`src/ppi_pkg.sv`:
```
`default_nettype none
// ----------------------------------------------------------------------------
// ppi_pkg: shared types and constants
// Field widths, table sizes, operation codes, controller states and the
// command/status bundles between the controller and the datapath.
// ----------------------------------------------------------------------------
package ppi_pkg;

  // table sizes and fixed-point format
  localparam int MAX_KNOTS = 64;
  localparam int MAX_ORDER = 3;
  localparam int FRAC_BITS = 16;
  localparam int ROW_LEN   = MAX_ORDER + 1;

  // payload field widths
  localparam int MODE_W   = 2;
  localparam int ROW_W    = 6;
  localparam int CSLOT_W  = 2;
  localparam int DATA_W   = 32;

  // configuration port
  localparam int KCNT_W     = 7;
  localparam int ORDER_W    = 2;
  localparam int CFG_IDX_W  = 2;
  localparam int CFG_DATA_W = 7;
  localparam logic [CFG_IDX_W-1:0] CFG_KNOT_COUNT = CFG_IDX_W'(0);
  localparam logic [CFG_IDX_W-1:0] CFG_POLY_ORDER = CFG_IDX_W'(1);

  // derived internal widths
  localparam int KIDX_W  = $clog2(MAX_KNOTS);
  localparam int CNT_W   = $clog2(MAX_KNOTS + 1);
  localparam int SLOT_W  = $clog2(ROW_LEN);
  localparam int CADDR_W = $clog2(MAX_KNOTS * ROW_LEN);
  localparam int DIFF_W  = DATA_W + 1;
  localparam int PROD_W  = DATA_W + DIFF_W;
  localparam int SUM_W   = PROD_W + 1;

  typedef enum logic [MODE_W-1:0] {
    MODE_KNOT  = 2'd0,
    MODE_COEFF = 2'd1,
    MODE_EVAL  = 2'd2
  } mode_t;

  typedef enum logic [1:0] {
    KSEL_FIRST,
    KSEL_LAST,
    KSEL_MID,
    KSEL_BOT
  } ksel_t;

  typedef enum logic [3:0] {
    S_IDLE,
    S_RD_FIRST,
    S_RD_LAST,
    S_CHK,
    S_SRCH,
    S_SCMP,
    S_DIFF,
    S_ACC,
    S_MUL,
    S_ADD,
    S_EMIT
  } state_t;

  typedef struct packed {
    logic  capture;
    logic  knot_rd;
    ksel_t knot_sel;
    logic  lo_chk;
    logic  range_chk;
    logic  srch_init;
    logic  srch_step;
    logic  diff_ld;
    logic  coeff_rd;
    logic  coeff_first;
    logic  acc_init;
    logic  mul;
    logic  add;
    logic  emit;
  } cmd_t;

  typedef struct packed {
    logic [MODE_W-1:0] mode;
    logic              oor;
    logic              top_gt1;
    logic              horner_done;
    logic              out_free;
  } sts_t;

endpackage
`default_nettype wire

```
`src/ppi_ctrl.sv`:
```
`default_nettype none
// ----------------------------------------------------------------------------
// ppi_ctrl: sequencer
// Steps one query through range check, knot search and Horner evaluation.
// ----------------------------------------------------------------------------
module ppi_ctrl (
  input  wire logic          clk,
  input  wire logic          rst_n,
  input  wire logic          in_valid,
  output logic               in_ready,
  input  wire ppi_pkg::sts_t sts,
  output ppi_pkg::cmd_t      cmd
);
  import ppi_pkg::*;

  state_t state_r, state_nxt;

  always_ff @(posedge clk) begin
    if (!rst_n) begin
      state_r <= S_IDLE;
    end else begin
      state_r <= state_nxt;
    end
  end

  always_comb begin
    state_nxt = state_r;
    cmd       = '0;
    in_ready  = 1'b0;
    case (state_r)
      S_IDLE: begin
        in_ready = 1'b1;
        if (in_valid) begin
          cmd.capture = 1'b1;
          if (sts.mode == MODE_EVAL) state_nxt = S_RD_FIRST;
        end
      end
      S_RD_FIRST: begin
        cmd.knot_rd  = 1'b1;
        cmd.knot_sel = KSEL_FIRST;
        state_nxt    = S_RD_LAST;
      end
      S_RD_LAST: begin
        cmd.lo_chk   = 1'b1;
        cmd.knot_rd  = 1'b1;
        cmd.knot_sel = KSEL_LAST;
        state_nxt    = S_CHK;
      end
      S_CHK: begin
        cmd.range_chk = 1'b1;
        cmd.srch_init = 1'b1;
        state_nxt     = sts.oor ? S_EMIT : S_SRCH;
      end
      S_SRCH: begin
        cmd.knot_rd = 1'b1;
        if (sts.top_gt1) begin
          cmd.knot_sel = KSEL_MID;
          state_nxt    = S_SCMP;
        end else begin
          cmd.knot_sel = KSEL_BOT;
          state_nxt    = S_DIFF;
        end
      end
      S_SCMP: begin
        cmd.srch_step = 1'b1;
        state_nxt     = S_SRCH;
      end
      S_DIFF: begin
        cmd.diff_ld     = 1'b1;
        cmd.coeff_rd    = 1'b1;
        cmd.coeff_first = 1'b1;
        state_nxt       = S_ACC;
      end
      S_ACC: begin
        cmd.acc_init = 1'b1;
        if (sts.horner_done) begin
          state_nxt = S_EMIT;
        end else begin
          cmd.coeff_rd = 1'b1;
          state_nxt    = S_MUL;
        end
      end
      S_MUL: begin
        cmd.mul   = 1'b1;
        state_nxt = S_ADD;
      end
      S_ADD: begin
        cmd.add = 1'b1;
        if (sts.horner_done) begin
          state_nxt = S_EMIT;
        end else begin
          cmd.coeff_rd = 1'b1;
          state_nxt    = S_MUL;
        end
      end
      S_EMIT: begin
        if (sts.out_free) begin
          cmd.emit  = 1'b1;
          state_nxt = S_IDLE;
        end
      end
      default: begin
        state_nxt = S_IDLE;
      end
    endcase
  end

endmodule
`default_nettype wire

```
`config.mk`:
```
export PLATFORM = sky130hd
export DESIGN_NAME = ppi_ctrl
export DESIGN_NICKNAME = d
export VERILOG_FILES = /design/src/ppi_pkg.sv /design/src/ppi_ctrl.sv
export SDC_FILE = /design/constraint.sdc
export NUM_CORES = 1
export LEC_CHECK = 0
export BUFFER_PORTS_ARGS = -buffer_cell sky130_fd_sc_hd__buf_2
export CAP_MARGIN = 20
export CORE_AREA = 3 3 40 42
export DETAILED_ROUTE_END_ITERATION = 8
export DIE_AREA = 0 0 43 45
export PLACE_DENSITY_LB_ADDON = 0.2
export SLEW_MARGIN = 20
export SYNTH_ARGS = -nofsm -noshare
export SYNTH_HDL_FRONTEND = slang
export SYNTH_SLANG_ARGS = --single-unit
```
`constraint.sdc`:
```
create_clock -name clk -period 1.4 [get_ports clk]
set_clock_uncertainty 0.2 [all_clocks]
set_input_delay 0.07 -clock clk [delete_from_list [all_inputs] [get_ports clk]]
set_output_delay 0.07 -clock clk [all_outputs]
set_load 0.1 [all_outputs]
```
==> reports/results.txt, run 1 <==
H-tree depth: 1
Ports: 25
Sequential share of the synthesized area: 19.1%
Largest area contributor in the synthesized netlist: dfxtp_1
Initial antenna violation count: 0
Error: [ERROR DPL-0033] detailed placement checks failed during check placement.
Synthesized area per cell: 7.48 µm²
Initial Util: 32.6%
Total CTS buffers: 3
Die height: 45 µm
Synth async-reset ratio: 0%
Core Rows: 13
Routability cong.: 0.834
Post-synth EDFFs: 0
Pin count of the biggest net entering global routing: 10
Die Span X: 43 µm
Status: did not finish
Placed cell area: 1050 µm²
Top_reg_cell synth: dfxtp_1
Fail Step: global routing (5_1_grt)
Top cells by area, synth: dfxtp_1 (19%), nand3b_1 (5.4%), buf_2 (4.8%)
Largest family of logic cells by synthesized area: simple AND/OR/NAND/NOR gates
Post-Synthesis Cell Area: 419 µm²
Distinct cells, synth: 29
CTS root buffer: clkbuf_4
Number of port buffers: 24
Adder-Cell Fraction of Synth Area: 0%
Dpl hpwl: 1.31 mm
# clock sinks: 4
Worst endpoint, post-GRT repair: cmd[5]
Simple-gate share of the synthesized area: 44.5%
Longest Clk Path Bufs: 2
Flops & latches, synth: 4
Worst EP kind: top-level output
Post-synthesis mux area share: 2.39%
Synthesized net count: 65
Share of the synthesized area in the top cell type: 19.1%
Compound-gate portion of the synthesized area: 22.1%
Post-Synth XOR/XNOR Area: 0%
Post-Syn Instances: 56
Synth warnings: 0
per-stage QoR:
stage | setup slack, ns | cells | TNS (ns) | utilization (%) | hold WS, ns
global placement | -0.0576 | 108 | -0.269 | 81.4 | 0.124
floorplan | -0.921 | 56 | -7.97 | - | -0.00209
CTS | -0.283 | 117 | -2.97 | 92.8 | 0.0535
detailed placement | -0.116 | 108 | -0.662 | 81.4 | 0.142
Yosys cell counts (2+ instances only):
cell,instances
a21o_1,2
a21oi_1,3
buf_2,4
buf_4,2
dfxtp_1,4
nand2_1,5
nand2b_1,3
nand3b_1,3
nor2_1,5
nor3_1,3
nor3b_1,2
nor4b_1,2
o21bai_1,2
cells by family after synthesis:
logic type | count (synthesis)
flip-flops | 4
multiplexers | 1
AND/OR/NAND/NOR | 30
AO/OA/AOI/OAI | 13
buffers and inverters | 8
what timing repair did:
item / CTS
gates cloned: 0
pin swaps: 14
buffers inserted: 3
hold endpoints to repair: 4
hold buffers: 3
setup endpoints to repair: 19
gates resized for setup: 22
==> run 2, diff against run 1 <==
- CORE_AREA: 3 3 40 42 -> 3 3 64 66
- DIE_AREA: 0 0 43 45 -> 0 0 67 69
- PLACE_DENSITY_LB_ADDON: 0.2 -> 0.15
- clock period: 1.4 -> 1.8 ns (I/O delays scaled with it)
==> run 2 against run 1 <==
The run now ends clean. Synthesized cell count did not move. Area after synthesis did not move.
==> reports/results.txt, run 2 <==
Status: finished, final reports clean
Largest regs: state_r x4
Ports: 25 (unchanged)
Crit Path Class: flip-flop to output port
Largest area contributor in the synthesized netlist: dfxtp_1
Post-synth EDFFs: 0 (unchanged)
Layout cells sized above 1: 65.5%
Clock-pin slew on the worst setup and hold paths: 0.03 ns
Routability cong.: 0.691 (-17%)
CTS tree: done
Final Non-Filler Cells: 135
Max VDD drop: 1.17 mV
CTS root buffer: clkbuf_8
First-pass GRT wire length: 2.43 mm
Die ar.: 4620 µm²
DR vias/cell: 3.84
Hold slack: 0.00165 ns
Layout area overhead: 153%
Synth warnings: 0 (unchanged)
Initial antenna violation count: 0
Final core occ: 29.1%
Total CTS buffers: 3 (unchanged)
Synthesized area per cell: 7.48 µm² (unchanged)
Flops & latches, synth: 4 (unchanged)
Measured slew at the worst slew-check pin: 0.295 ns
DR pass1 iterations: 4
Dpl hpwl: 1.25 mm (-4.7%)
Vias: 518
Distinct cells, synth: 29 (unchanged)
Synth async-reset ratio: 0% (unchanged)
Post-route cell area: 1060 µm²
Routed Antenna Nets: 0
Share of the synthesized area in the top cell type: 19.1% (unchanged)
# clock sinks: 4 (unchanged)
CP Cell Sequence: buf_4 -> nor4_4 -> and2_4 -> buf_12
RSZ-0062 raised after global routing: false
Slowest Stage Delay on Critical Path: 0.36 ns
Crit end category: output port
Max reg flops: 4
Post-Syn Instances: 56 (unchanged)
H-tree depth: 1 (unchanged)
Top_reg_cell synth: dfxtp_1
Post-Synthesis Cell Area: 419 µm² (unchanged)
Initial Util: 11.5% (-21 points)
Placeable Area: 3630 µm²
Dpl cells: 131 (+21%)
Vias in the first global route: 507
Most common cell after layout, fill and taps aside: buf_12
GRT Total Usage: 6.75%
Post-CTS setup buffers: 0 (-3)
Slowest cell on crit path: dfxtp_2
Iter 0 DRT Violations: 6
Minimum clock period: 1.74 ns
Skew-Pair Late Insertion Delay: 0.22 ns
Die height: 69 µm (+53%)
WL per Instance: 10.9 µm
Final setup vio count: 0
Pwr/cell area: 1410 nW/µm²
Final hold vios: 0
Rel. slew slack: 80.3%
TNS Setup: 0 ns
Worst Hold Class: input pin to flip-flop
Antenna cells: 0
Remaining DRCs: 0
Worst path bufs/invs: 2
Longest Clk Path Bufs: 2 (unchanged)
Placed cell area: 998 µm² (-4.5%)
Max Cap Violations: 0
Top cells by area, synth: dfxtp_1 (19%), nand3b_1 (5.4%), buf_2 (4.8%)
Fmax: 574 MHz
Die Span X: 67 µm (+56%)
Req. time, crit path: 1.51 ns
Critical Path Start Type: flip-flop
Number of port buffers: 24 (unchanged)
Period Utilization, post-route: 96.8%
FF-to-FF setup slack: 0.34 ns
Synthesized net count: 65 (unchanged)
Final nets: 98
LEAKAGE: 0.394 nW
Top delay family on crit path: simple AND/OR/NAND/NOR gates
CP arrival: 1.45 ns
Most frequent cells in the layout: buf_12 (16), buf_4 (10), buf_2 (8)
Sequential share of the synthesized area: 19.1% (unchanged)
GRT overflow: 0
CP Max Fanout: 9
Biggest register: state_r
Max-slew violations: 0
Final WL: 1.47 mm
Pin count of the biggest net entering global routing: 16
Synth cell count leaders: nand2_1 (5), nor2_1 (5), buf_2 (4), dfxtp_1 (4)
Core Rows: 22 (+9)
==> run 2: final cells by class <==
| cell class | instances | area (µm²) |
|---|---|---|
| flip-flops and latches | 4 | 87.6 |
| well taps | 48 | 60.1 |
| fillers | 402 | 2570 |
| inverters | 1 | 3.75 |
| repair buffers | 35 | 445 |
| clock buffers | 3 | 41.3 |
| multi-input cells | 44 | 420 |
==> run 2: logic make-up (layout without fill, tap and decap cells) <==
| family | Yosys count | in the layout | synth area share (%) |
|---|---|---|---|
| mux | 1 | 1 | 2.39 |
| flops | 4 | 4 | 19.1 |
| simple gates | 30 | 30 | 44.5 |
| compound gates | 13 | 13 | 22.1 |
| buf+inv | 8 | 39 | 11.9 |
==> run 2: per-stage QoR <==
step	setup WS, ns	power [mW]
2_1_floorplan	-0.541	0.927
3_3_place_gp	0.175	1.30
3_5_place_dp	0.171	1.31
4_1_cts	0.0363	1.51
5_1_grt	0.00309	1.56
6_report	0.0571	1.50
==> run 2: what timing repair did <==
action                                 in CTS  in global routing
hold buffers                                1                  0
endpoints found under the hold margin       3                  0
setup endpoints to repair                   5                  2
resized for setup                           4                  1
pin swaps                                   0                  1
==> run 2: final timing paths <==
path / start / to / cells after the start
max: state_r[1] / cmd[14] / 4
min: sts[1] / state_r[1] / 3
max reg2reg: state_r[3] / state_r[1] / 4
min reg2reg: state_r[2] / state_r[2] / 2
==> run 2: report_power, final <==
part / internal, mW / total, mW / switching (mW)
Clock: 0.143 / 0.189 / 0.0465
Combinational: 0.452 / 1.15 / 0.695
Sequential: 0.111 / 0.159 / 0.0480
==> run 2: worst register-to-register path: stages, from the launching register on <==
cell and delay, ns:
dfxtp_2 0.44, or3b_1 0.40, a21oi_2 0.17, a21oi_1 0.07
a21boi_2 0.11
==> run 2: routing by layer <==
layer  global-route usage [%]  wire length (µm)  up-vias
li1                         -                 -      264
met1                     8.38               641      239
met2                     10.4               725       15
met3                     2.44               107        0
met4                     2.70                 0        0
met5                        0                 0        -
Note: power is estimated with default switching activity, not from simulation.
==> run 3, diff against run 2 <==
- HOLD_SLACK_MARGIN: not set -> 0.05
- clock period: 1.8 -> 2.23 ns (I/O delays scaled with it)
==> run 3 against run 2 <==
Clock power fell by 20%. Largest cell class is now multi-input combinational cells. Die area did not move. Cell area fell by 32%. Largest power group unchanged. Hold slack better by 0.059 ns.
==> reports/results.txt, run 3 (same netlist as run 2, synthesis figures left out) <==
Max VDD drop: 0.368 mV (-69%)
Vias: 485 (-6.4%)
Antenna cells: 0 (unchanged)
Final setup vio count: 0 (unchanged)
First-pass GRT wire length: 2.32 mm (-4.5%)
Iter 0 DRT Violations: 15 (+9)
Remaining DRCs: 0 (unchanged)
LEAKAGE: 0.322 nW (-18%)
Pin count of the biggest net entering global routing: 18 (+2)
CTS tree: done
CTS Hold Bufs: 2 (+1)
Initial antenna violation count: 0 (unchanged)
GRT Total Usage: 6.31% (-0.44 points)
# resized after CTS: 0 (-4)
Most common cell after layout, fill and taps aside: buf_2
Hold slack: 0.0605 ns (+0.0588 ns)
Die height: 69 µm (unchanged)
Crit Path Class: flip-flop to output port
Pwr/cell area: 1320 nW/µm² (-6.6%)
DR pass1 iterations: 4 (unchanged)
Final WL: 1.41 mm (-4.5%)
Initial Util: 11.5% (unchanged)
Placeable Area: 3630 µm² (unchanged)
Final nets: 91 (-7.1%)
Max Cap Violations: 0 (unchanged)
Post-route cell area: 716 µm² (-32%)
Slowest Stage Delay on Critical Path: 0.75 ns (+0.39 ns)
Measured slew at the worst slew-check pin: 0.686 ns (+0.392 ns)
Routability cong.: 0.667 (-3.4%)
Dpl hpwl: 1.09 mm (-13%)
Post-route setup slack: 0.0739 ns (+0.0168 ns)
CP arrival: 1.84 ns (+0.39 ns)
Critical Path Start Type: flip-flop
DR vias/cell: 3.79 (-1.3%)
Crit end category: output port
Skew-Pair Late Insertion Delay: 0.22 ns (about the same)
Period Utilization, post-route: 96.7%
Die ar.: 4620 µm² (unchanged)
Core Rows: 22 (unchanged)
CP Cell Sequence: nand2_1 -> a211oi_2 -> buf_2
Max-slew violations: 0 (unchanged)
Pre-CTS setup slack: 0.320 ns (+0.149 ns)
CTS root buffer: clkbuf_8
Max reg flops: 4 (unchanged)
Fmax: 464 MHz
Clock-pin slew on the worst setup and hold paths: 0.03 ns (about the same)
CP Max Fanout: 17 (+8)
Die Span X: 67 µm (unchanged)
Rel. slew slack: 54.2% (-26 points)
Final core occ: 19.7% (-9.4 points)
Number of port buffers: 24 (unchanged)
Most frequent cells in the layout: buf_2 (22), nand2_1 (5), nor2_1 (4), dfxtp_1 (4)
Worst Hold Class: input pin to flip-flop
Total CTS buffers: 3 (unchanged)
Req. time, crit path: 1.92 ns (+0.41 ns)
GRT overflow: 0 (unchanged)
RSZ-0062 raised after global routing: false
Minimum clock period: 2.16 ns
Vias in the first global route: 493 (-2.8%)
H-tree depth: 1 (unchanged)
Longest Clk Path Bufs: 2 (unchanged)
Status: finished, final reports clean
Layout cells sized above 1: 52.5% (-13 points)
Biggest register: state_r
Slowest cell on crit path: dfxtp_1
# clock sinks: 4 (unchanged)
WL per Instance: 11.0 µm (+0.67%)
Ports: 25 (unchanged)
Largest regs: state_r x4
Post-CTS setup buffers: 0 (unchanged)
Layout area overhead: 70.7%
Placed cell area: 654 µm² (-34%)
Final hold vios: 0 (unchanged)
Routed Antenna Nets: 0 (unchanged)
## run 3: area by class of cell
cell class	instances	area [µm²]
fill	418	2920
multi-input combinational	44	345
timing repair buffer	28	185
sequential	4	80.1
tap	48	60.1
clock buffer	3	41.3
inverter	1	3.75
## run 3: final timing paths
kind                                    to  depth (start not counted)       start  slack (ns)
worst max-delay path               cmd[11]                          3  state_r[2]        0.07
worst min-delay path            state_r[2]                          4      sts[3]        0.06
worst max register to register  state_r[1]                          4  state_r[3]        0.47
worst min register to register  state_r[2]                          1  state_r[3]        0.60
## run 3: per-layer routing
metal,vias to the layer above,share of wire (%),track usage (%)
met5,-,0,0
met4,0,0,4.05
met3,0,8.0,0.489
met2,16,44,9.50
met1,223,48,8.43
li1,246,-,-
## run 3: critical path, delay by kind of cell, from the launching register on
kind	cells	cell delay, ns
compound gates	1	0.27
buf+inv	1	0.46
flops	1	0.75
simple gates	1	0.14
## run 3: metrics by stage
stage | std cells | TNS, ns | total power, mW
final | 128 | 0 | 0.944
after global routing | 128 | 0 | 0.988
after CTS | 128 | 0 | 0.953
after detailed placement | 123 | 0 | 0.797
after global placement | 123 | 0 | 0.796
after floorplan | 56 | -2.42 | 0.668
## run 3: power by group
| group | leakage, nW | internal, mW | switching, mW |
|---|---|---|---|
| sequential | 0.0325 | 0.0867 | 0.0609 |
| combinational | 0.268 | 0.173 | 0.472 |
| clock | 0.0216 | 0.115 | 0.0358 |
==> run 4, diff against run 3 <==
- CAP_MARGIN: 20 -> 10
- clock period: 2.23 -> 2.3 ns (I/O delays scaled with it)
==> run 4 against run 3 <==
Clock power about the same. Die area unchanged. Sequential power is essentially flat. Total power down 8.1%. Core utilization shrank 0.69 points. Critical path depth did not move. Hold slack better by 0.068 ns. Cell area down 3.5%. Cell count did not move. Flip-flop and latch count is the same. Wire length shrank 2.4%. Global-route usage rose by 0.16 points. Critical endpoint is now cmd[5].
==> reports/results.txt, run 4 (same netlist as run 2, synthesis figures left out) <==
Dpl cells: 122 (-0.81%)
Die Span X: 67 µm (unchanged)
H-tree depth: 1 (unchanged)
Vias in the first global route: 474 (-3.9%)
Final nets: 91 (unchanged)
Combined area of the multi-input logic cells: 345 µm² (unchanged)
Clock power frac: 17.2% (+1.2 points)
Critical Path Start Type: flip-flop
Final WL: 1.37 mm (-2.4%)
Initial antenna violation count: 0 (unchanged)
Routability cong.: 0.645 (-3.4%)
Psw: 0.544 mW (-4.4%)
CP Cell Sequence: nand4bb_1 -> o21bai_2 -> buf_2
Final core occ: 19.0% (-0.69 points)
Slowest Stage Delay on Critical Path: 0.69 ns (-0.06 ns)
Clock-pin slew on the worst setup and hold paths: 0.03 ns (about the same)
Layout cells sized above 1: 53.8% (+1.2 points)
Max-slew violations: 0 (unchanged)
RSZ-0062 raised after global routing: false
Skew-Pair Late Insertion Delay: 0.22 ns (about the same)
Final hold vios: 0 (unchanged)
Measured slew at the worst slew-check pin: 0.600 ns (-0.0866 ns)
Rel. slew slack: 60.0% (+5.8 points)
Crit end category: output port
Longest Clk Path Bufs: 2 (unchanged)
Placed cell area: 617 µm² (-5.7%)
FF-to-FF setup slack: 0.54 ns (+0.07 ns)
CTS tree: done
CTS root buffer: clkbuf_8
Sequential Power Share: 17.3% (+1.7 points)
Pwr/cell area: 1260 nW/µm² (-4.8%)
Minimum clock period: 2.08 ns
Vias: 470 (-3.1%)
Combinational share of power: 65.5% (-2.9 points)
Antenna cells: 0 (unchanged)
Most common cell after layout, fill and taps aside: buf_2
Fmax: 480 MHz
RR Startpoint: state_r[3]
GR Util met3: 1.79% (+1.3 points)
Die ar.: 4620 µm² (unchanged)
DR vias/cell: 3.67 (-3.1%)
Max reg flops: 4 (unchanged)
Dpl hpwl: 1.04 mm (-4.4%)
Number of port buffers: 24 (unchanged)
Max VDD drop: 0.243 mV (-34%)
# clock sinks: 4 (unchanged)
Busiest grt layer: met2
Ports: 25 (unchanged)
Routed Antenna Nets: 0 (unchanged)
Post-route setup slack: 0.218 ns (+0.144 ns)
Power, Total: 0.868 mW (-8.1%)
Biggest register: state_r
Die height: 69 µm (unchanged)
Total CTS buffers: 3 (unchanged)
Hold slack: 0.128 ns (+0.0676 ns)
Most frequent cells in the layout: buf_2 (24), nand2_1 (5), nor2_1 (4)
WP depth: 3 (unchanged)
Max Cap Violations: 0 (unchanged)
Net Sw Frac: 62.7% (+2.4 points)
Met1 usage in global routing: 8.14% (-0.29 points)
Worst path bufs/invs: 1 (unchanged)
Iter 0 DRT Violations: 19 (+4)
Crit Path Class: flip-flop to output port
CP Max Fanout: 15 (-2)
Pin count of the biggest net entering global routing: 18 (unchanged)
Core Rows: 22 (unchanged)
Internal power: 0.324 mW (-14%)
Placeable Area: 3630 µm² (unchanged)
Launch point of the worst path: state_r[3]
Pre-CTS setup slack: 0.293 ns (-0.0274 ns)
TNS Setup: 0 ns (unchanged)
Met2 Use GR: 9.50% (unchanged)
Period Utilization, post-route: 90.5%
Largest regs: state_r x4
Status: finished, final reports clean
Worst Hold Class: input pin to flip-flop
Layout area overhead: 64.8%
Final Non-Filler Cells: 128 (unchanged)
Post-route cell area: 691 µm² (-3.5%)
RR Endpoint: state_r[1]
DR pass1 iterations: 2 (-2)
Register-to-Register Path Depth: 4 (unchanged)
Initial Util: 11.5% (unchanged)
Register area: 82.6 µm² (+3.1%)
LEAKAGE: 0.315 nW (-2.0%)
Top delay family on crit path: flip-flops
GRT Total Usage: 6.47% (+0.16 points)
First-pass GRT wire length: 2.32 mm (unchanged)
CP endpoint: cmd[5]
Filler cells: 420 (+0.48%)
Req. time, crit path: 1.99 ns (+0.07 ns)
Slowest cell on crit path: dfxtp_1
GRT overflow: 0 (unchanged)
Post-CTS setup buffers: 0 (unchanged)
Final setup vio count: 0 (unchanged)
Remaining DRCs: 0 (unchanged)
CP arrival: 1.77 ns (-0.07 ns)
WL per Instance: 10.7 µm (-2.4%)
==> run 4: changes by cell type in the layout (fill, tap and decap cells not counted) <==
cell / before / now
dfxtp_2: 0 / 2
dlygate4sd3_1: 2 / 3
dfxtp_1: 4 / 2
buf_12: 2 / 0
buf_2: 22 / 24
buf_4: 2 / 1
==> run 4: repair_timing <==
action                                  4_1_cts  5_1_grt
hold buffers                                  3        0
gates resized for setup                       0        2
endpoints found under the hold margin         4        0
endpoints found under the setup margin        0        3
==> run 4: metal layers <==
layer / vias up / routed length [µm]
met3: 0 / 103
met1: 204 / 678
met2: 16 / 591
met4: 0 / 0
li1: 250 / -
met5: - / 0
==> run 4: worst reg2reg max path: stages, from the launching register on <==
cell and delay, ns:
dfxtp_1 0.69, or3b_1 0.43, a21oi_2 0.18, a21oi_1 0.07, a21boi_2 0.11
==> run 4: power groups by stage <==
stage                     Combinational (mW)  Clock (mW)  Sequential [mW]
final                                  0.568       0.149            0.150
after global routing                   0.598       0.161            0.158
after CTS                              0.575       0.154            0.149
after detailed placement               0.571           0            0.150
after global placement                 0.571           0            0.149
after floorplan                        0.548           0            0.100
==> run 4: worst min-delay path by stage <==
stage / startpoint / to / slack [ns] / cells past startpoint
after floorplan: rst_n / state_r[3] / 0.04 / 1
after global placement: rst_n / state_r[3] / 0.19 / 2
after detailed placement: rst_n / state_r[3] / 0.19 / 2
final: sts[5] / state_r[0] / 0.13 / 4
after global routing: sts[5] / state_r[0] / 0.18 / 4
after CTS: sts[5] / state_r[0] / 0.12 / 4
==> run 4: cell type report <==
| class | instances | share of cell area (%) |
|---|---|---|
| flip-flops and latches | 4 | 12.0 |
| well taps | 48 | 8.70 |
| inverters | 1 | 0.543 |
| repair buffers | 28 | 22.8 |
| multi-input cells | 44 | 50.0 |
| clock buffers | 3 | 5.98 |
